### src/rtl/sacl_pkg.sv
`default_nettype none

package sacl_pkg;

  // Configuration register widths and indexes.
  localparam int unsigned CFG_IDX_W     = 2;
  localparam int unsigned CFG_DATA_W    = 5;
  localparam int unsigned SET_BITS_W    = 3;
  localparam int unsigned OFFSET_BITS_W = 5;
  localparam int unsigned WAYS_USED_W   = 4;

  localparam logic [CFG_IDX_W-1:0] CFG_SET_BITS    = 2'd0;
  localparam logic [CFG_IDX_W-1:0] CFG_OFFSET_BITS = 2'd1;
  localparam logic [CFG_IDX_W-1:0] CFG_WAYS_USED   = 2'd2;

  // Access kinds carried by one input word.
  localparam int unsigned KIND_W = 2;
  localparam logic [KIND_W-1:0] KIND_LOAD   = 2'd0;
  localparam logic [KIND_W-1:0] KIND_STORE  = 2'd1;
  localparam logic [KIND_W-1:0] KIND_MODIFY = 2'd2;
  localparam logic [KIND_W-1:0] KIND_IFETCH = 2'd3;

  // Running statistics counters.
  localparam int unsigned CNT_W = 32;

endpackage

`default_nettype wire

### src/rtl/sacl_ways.sv
`default_nettype none

module sacl_ways import sacl_pkg::*; #(
  parameter int unsigned MAX_WAYS  = 8,
  parameter int unsigned ADDR_BITS = 32,
  parameter int unsigned REC_W     = 3,
  parameter int unsigned WCNT_W    = 4
) (
  input  wire logic [WCNT_W-1:0]                  ways_i,
  input  wire logic [ADDR_BITS-1:0]               tag_i,
  input  wire logic [MAX_WAYS-1:0]                valid_i,
  input  wire logic [MAX_WAYS-1:0][ADDR_BITS-1:0] tags_i,
  input  wire logic [MAX_WAYS-1:0][REC_W-1:0]     recs_i,
  output logic                                    hit_o,
  output logic                                    evict_o,
  output logic      [MAX_WAYS-1:0]                valid_o,
  output logic      [MAX_WAYS-1:0][ADDR_BITS-1:0] tags_o,
  output logic      [MAX_WAYS-1:0][REC_W-1:0]     recs_o
);

  localparam int unsigned WIDX_W = (MAX_WAYS > 1) ? $clog2(MAX_WAYS) : 1;

  logic [MAX_WAYS-1:0] in_use;
  logic [MAX_WAYS-1:0] match;
  logic [MAX_WAYS-1:0] empty;
  logic                full;
  logic [WIDX_W-1:0]   hit_way;
  logic [WIDX_W-1:0]   fill_way;
  logic [WIDX_W-1:0]   victim_way;
  logic [REC_W-1:0]    victim_rec;
  logic [WIDX_W-1:0]   way_sel;
  logic [REC_W-1:0]    sel_age;

  always_comb begin
    for (int j = 0; j < MAX_WAYS; j++) begin
      in_use[j] = (WCNT_W'(j) < ways_i);
      match[j]  = in_use[j] && valid_i[j] && (tags_i[j] == tag_i);
      empty[j]  = in_use[j] && !valid_i[j];
    end
  end

  assign hit_o = |match;
  assign full  = ~|empty;

  // Lowest-numbered matching and lowest-numbered empty way.
  always_comb begin
    hit_way  = '0;
    fill_way = '0;
    for (int j = MAX_WAYS - 1; j >= 0; j--) begin
      if (match[j]) begin
        hit_way = WIDX_W'(j);
      end
      if (empty[j]) begin
        fill_way = WIDX_W'(j);
      end
    end
  end

  // Oldest way in use; the strict compare keeps the lowest index on ties.
  always_comb begin
    victim_way = '0;
    victim_rec = recs_i[0];
    for (int j = 1; j < MAX_WAYS; j++) begin
      if (in_use[j] && (recs_i[j] > victim_rec)) begin
        victim_way = WIDX_W'(j);
        victim_rec = recs_i[j];
      end
    end
  end

  assign evict_o = !hit_o && full;
  assign way_sel = hit_o ? hit_way : (full ? victim_way : fill_way);
  assign sel_age = valid_i[way_sel] ? recs_i[way_sel] : REC_W'(MAX_WAYS - 1);

  // Ways younger than the touched one age by one; the touched way becomes newest.
  always_comb begin
    for (int j = 0; j < MAX_WAYS; j++) begin
      valid_o[j] = valid_i[j];
      tags_o[j]  = tags_i[j];
      recs_o[j]  = recs_i[j];
      if (WIDX_W'(j) == way_sel) begin
        valid_o[j] = 1'b1;
        tags_o[j]  = tag_i;
        recs_o[j]  = '0;
      end else if (in_use[j] && valid_i[j] && (recs_i[j] < sel_age)) begin
        recs_o[j] = recs_i[j] + REC_W'(1);
      end
    end
  end

endmodule

`default_nettype wire

### config.mk
export PLATFORM = sky130hd
export DESIGN_NAME = sacl_ways
export DESIGN_NICKNAME = d
export VERILOG_FILES = /design/src/rtl/sacl_pkg.sv /design/src/rtl/sacl_ways.sv
export SDC_FILE = /design/constraint.sdc
export NUM_CORES = 1
export LEC_CHECK = 0
export ABC_CLOCK_PERIOD_IN_PS = 12400
export BUFFER_PORTS_ARGS = -buffer_cell sky130_fd_sc_hd__buf_2
export CORE_AREA = 2 2 237 239
export DETAILED_ROUTE_END_ITERATION = 12
export DIE_AREA = 0 0 239 241
export GPL_ROUTABILITY_DRIVEN = 0
export GPL_TIMING_DRIVEN = 0
export SLEW_MARGIN = 20
export SYNTH_ARGS = -nofsm -noshare
export SYNTH_HDL_FRONTEND = slang
export SYNTH_SLANG_ARGS = --single-unit
export TNS_END_PERCENT = 10
### constraint.sdc
create_clock -name vclk -period 12.4
set_input_delay 0.62 -clock vclk [all_inputs]
set_output_delay 0.62 -clock vclk [all_outputs]
set_load 0.03 [all_outputs]
-- After elaboration in Yosys (flattened, before gate mapping)
Index checks and enable logic that the tools add are counted.
W data, S select, Z words.
- logic and storage cells: 168
- output and inout bits: 290
- register bits after elaboration: 0
- magnitude comparators: 24
- add/sub/neg operators: 8
- reductions and logical operators: 53
- multiplexer cells: 68
- eq/ne operators: 15
- operators by type and width (cell ; number):
    $eq A32 B32 Y1 ; 8
    $mux W32 ; 8
    $mux W3 ; 48
    $logic_and A1 B1 Y1 ; 40
    $add A3 B1 Y3 const B ; 8
    $lt A3 B3 Y1 ; 8
    $gt A3 B3 Y1 ; 7
    $lt A3 B4 Y1 const A ; 4
    $reduce_or A8 Y1 ; 2
    $eq A3 B3 Y1 const A ; 4
    $logic_not A1 Y1 ; 10
    $mux W1 ; 10
    $bmux W3 S3 ; 1
    $lt A1 B4 Y1 const A ; 2
    $lt A2 B4 Y1 const A ; 2
    $eq A2 B3 Y1 const A ; 2
    $lt A3 B4 Y1 const B ; 1
    $bmux W1 S3 ; 1
    $eq A1 B3 Y1 const A ; 1
    $logic_not A3 Y1 ; 1

-- Depth between registers and ports, before layout
- depth after elaboration: 30
- depth in mapped cells: 60

-- Worst setup path before layout
OpenSTA, ideal clock, no wires.
- path type: in2out
- from: input recs_i[2] (netlist bit)
- to: output recs_o[6] (netlist bit)
- required time: 11.780 ns
- buffers on the path: 1
- arrival time: 11.658 ns
- path slack: 0.122 ns
- stages: 55
- path through: inv_1 ha_1 nand2_1 o21ai_0 nand2_1 nand2_1 o21ai_0 ha_1 o21bai_1 a2111oi_0 nor2_1 o21ai_0 mux2_2 ha_1 nor2_1 and2_1 a41oi_2 nand3_1 [19 not listed] a21oi_1 a311oi_1 mux2_2 ha_1 a21o_1 a21oi_1 a311oi_1 nor3_1 o2111a_1 a21oi_2 mux2i_1 mux2_4 mux2_4 nand2_2 buf_4 a21oi_1 o31ai_1 mux2i_1
- RTL lines (what ; RTL line ; text):
    from (decl) ; sacl_ways.sv:13 ; input wire logic [MAX_WAYS-1:0][REC_W-1:0] recs_i,
    to (decl) ; sacl_ways.sv:18 ; output logic [MAX_WAYS-1:0][REC_W-1:0] recs_o

==> results.txt <==
The routed wirelength normalized by instance count is 32.9 um. The tightest slew margin relative to the limit came out at 20.4%. The count of final max-slew check failures is 0. The via count of the first global-routing pass is between 10000 and 15000.

The type of origin of the critical path is an input port. The chip height came out at 241 um. The switching power came out at 0.000742 W.

The internal power component came out at 0.000399 W. The total die area is 57600 sq um. The total congestion overflow after global routing came out at 0. The final period utilization is 98.5%. The largest fanout of any net on the critical path is 7. In the final design database the tool counted 2224 nets. After detailed routing, the number of remaining DRC violations is 0. The number of iterations in the first detailed-routing pass came out at 6. The summed negative setup slack over all endpoints is 0 ps. For hold timing, the worst endpoint is tags_o[135].

The proportion of layout cells with a drive suffix above 1 is 52.7%. For this block, the routed nets add up to around 85000 um of wire. The run finished with clean final reports. The core area came out at 54900 sq um. The initial antenna violation count is 19. Synthesis instantiated 85 different standard cells from the library. The sequential fraction of the synthesis area came out at 0%. In this run the biggest area consumer among cell types represents around 30% of the synthesized area. The combined global-route utilization of all metal layers came out at ~28%. Of the total power, the clock network draws 0%. The worst setup path is captured at an output pin.

Across the VDD grid, the largest voltage drop is slightly below 0.06 mV. The combinational share of power is 100.0%. The worst hold path belongs to the class input port to output pin. The global-route wire length before repair is 109000 um. The arrival time reported for the critical path endpoint came out at around 12000 ps.

The instance area at placement came out at 13600 sq um. The horizontal extent of the die came out at between 200 and 250 um. The maximum number of pins on one net before global-route repair is 11. Once detailed placement completed, the half-perimeter wirelength came to 71500 um. The final route contains between 10000 and 15000 vias.

Once the floorplan was initialized, standard cells occupied 17.8% of the core. The cell leakage power is 5.85 nW. Power spread over the standard cell area amounts to 79.7 nW/um^2. The Yosys step of the flow raised 0 warnings. The average vias per placed instance is 5.48.

The final design instance area without fill came out at 14300 sq um. The library cell with the largest summed area after synthesis is sky130_fd_sc_hd__mux2_2. The remaining number of nets flagged by the antenna check after routing came out at 0. The gate count of the mapped netlist came out at 1266. The largest single stage delay on the critical path is between 300 and 400 ps.

In this run, flip-flops and latches consume 0% of the power. The count of routing violations after the opening detailed-route iteration is 1440. Counting every net in the synthesized netlist gives 1611. The critical path required time is 11780 ps. The startpoint identified for the worst hold timing path is tags_i[135]. The final setup violation count came out at 0. The sequential cell count of the final layout is 0. The slowest stage of the critical path is the sky130_fd_sc_hd__or3_1 cell. The final hold slack is approximately 1600 ps. Averaged over all synthesized cells, the footprint is 7.73 sq um. The final standard cell utilization of the core is 26.1%. The layout-stage area growth over the synthesis result came out at 46.2%.

Across the run, the number of max-cap violations was 0. The storage element area is 0 sq um. Sorting the synthesized cells by area gives the leading types as sky130_fd_sc_hd__mux2_2, sky130_fd_sc_hd__xnor2_1, sky130_fd_sc_hd__nand4_1.

The setup path with the least slack is of type input port to output pin. For the finished layout, the period the worst path requires is between 10000 and 15000 ps. The mapped netlist covers between 9000 and 10000 sq um. The share of total power consumed by net switching came out at between 60% and 70%. The maximum clock rate came out at a little over 0.08 GHz.

The clock buffers instantiated in the layout total 0. Summing internal, switching and leakage power gives around 0.0011 W. The instance count along the most critical hold path is 3. In this run the count of I/O pins placed on the die edge is 614. The number of failing hold endpoints at the final stage was 0. The port buffer count came out at 578. The floorplan has 86 rows. At the pin with the least slew margin, the transition time is 1190 ps.
==> worst max-delay path: cells and delay by family <==
family | cells | cell delay (ps)
adder cells (fa/ha/maj) | 8 | 2490
AO/OA/AOI/OAI | 21 | 3510
AND/OR/NAND/NOR | 14 | 1830
multiplexers | 6 | 1750
buffers and inverters | 8 | 1350
==> how the worst max path moves through the flow <==
stage | start | endpoint | slack [ps] | cells after the start
after detailed placement | recs_i[2] | recs_o[7] | -2220 | 53
after CTS | recs_i[2] | tags_o[185] | 2 | 54
after global routing | recs_i[2] | recs_o[13] | -190 | 59
final | ways_i[3] | recs_o[13] | 190 | 57
after global placement | recs_i[2] | recs_o[7] | -2180 | 53
after floorplan | recs_i[2] | recs_o[6] | 120 | 55
==> routing by layer <==
layer / routed length (um) / vias to the layer above / global-route usage (%) / share of wire, %
met5: 123 / - / 0 / 0.14
met4: 5340 / 20 / 13.4 / 6.3
met3: 9660 / 227 / 7.58 / 11
met2: 38200 / 1116 / 44.8 / 45
met1: 31900 / 6851 / 33.7 / 37
li1: - / 5973 / - / -
==> what timing repair did <==
action,in CTS,in global routing
buffers inserted,13,19
pin swaps,5,22
hold buffers,0,0
gates resized for setup,42,68
endpoints found under the setup margin,288,282
==> stage by stage <==
step	setup WS (ps)	std cells
floorplan	122	1266
global placement	-2180	2548
detailed placement	-2220	2549
CTS	2.36	2562
global route	-190	2583
finish	187	2589
==> cell type report <==
| cell class | count | area (sq um) |
|---|---|---|
| buffer | 116 | 519 |
| timing repair buffer | 611 | 3160 |
| antenna | 8 | 20.0 |
| inverter | 32 | 124 |
| multi-input combinational | 1118 | 9610 |
| fill | 6235 | 40600 |
| tap | 704 | 881 |
==> cell families (layout without fill, tap and decap cells) <==
family / count (synthesis) / after routing / share of synthesized area [%]
buf+inv: 148 / 759 / 6.01
fa+ha+maj: 30 / 30 / 3.60
simple gates: 348 / 348 / 19.6
compound gates: 200 / 200 / 15.3
other cells: 0 / 8 / 0
xor+xnor: 258 / 258 / 23.1
mux: 282 / 282 / 32.4
==> layout by cell type (no fill, tap or decap), types with 8 or more instances in the layout <==
master	netlist	routed
sky130_fd_sc_hd__xnor2_1	208	208
sky130_fd_sc_hd__buf_2	8	576
sky130_fd_sc_hd__clkbuf_1	102	85
sky130_fd_sc_hd__mux2_2	260	259
sky130_fd_sc_hd__a21oi_1	28	21
sky130_fd_sc_hd__nand3_1	24	24
sky130_fd_sc_hd__a22o_1	12	12
sky130_fd_sc_hd__a21o_1	9	9
sky130_fd_sc_hd__o21ai_0	35	29
sky130_fd_sc_hd__buf_4	4	39
sky130_fd_sc_hd__xor2_1	50	50
sky130_fd_sc_hd__or2_2	9	9
sky130_fd_sc_hd__mux2i_1	18	9
sky130_fd_sc_hd__nor4_1	33	33
sky130_fd_sc_hd__maj3_1	9	9
sky130_fd_sc_hd__clkbuf_2	0	17
sky130_fd_sc_hd__nand4_1	80	80
sky130_fd_sc_hd__nor2_1	35	31
sky130_fd_sc_hd__nand4b_1	10	10
sky130_fd_sc_hd__ha_1	21	18
sky130_fd_sc_hd__nor3_1	31	27
sky130_fd_sc_hd__inv_1	32	30
sky130_fd_sc_hd__diode_2	0	8
sky130_fd_sc_hd__a31oi_1	10	10
sky130_fd_sc_hd__nand2_1	76	74
==> power groups by stage <==
stage	combinational, W	sequential, W	clock (W)
floorplan	0.000652	0	0
global placement	0.00102	0	0
detailed placement	0.00102	0	0
CTS	0.00106	0	0
global route	0.00118	0	0.0000000000216
finish	0.00114	0	0.0000000000558
==> cell usage after synthesis (all sizes together) (8+ instances only) <==
cell    instances
xor2           50
a21o            9
nor2           35
a22o           12
inv            32
ha             21
mux2          263
a31oi          10
a21oi          29
nand2          77
nand4b         10
nor3           32
xnor2         208
and2            8
a221oi          8
buf            14
nand4          80
clkbuf        102
or2            10
nor4           34
o21ai          42
mux2i          19
o31ai           8
maj3            9
nand3          25
No activity file was read; power rests on OpenSTA's default activity.
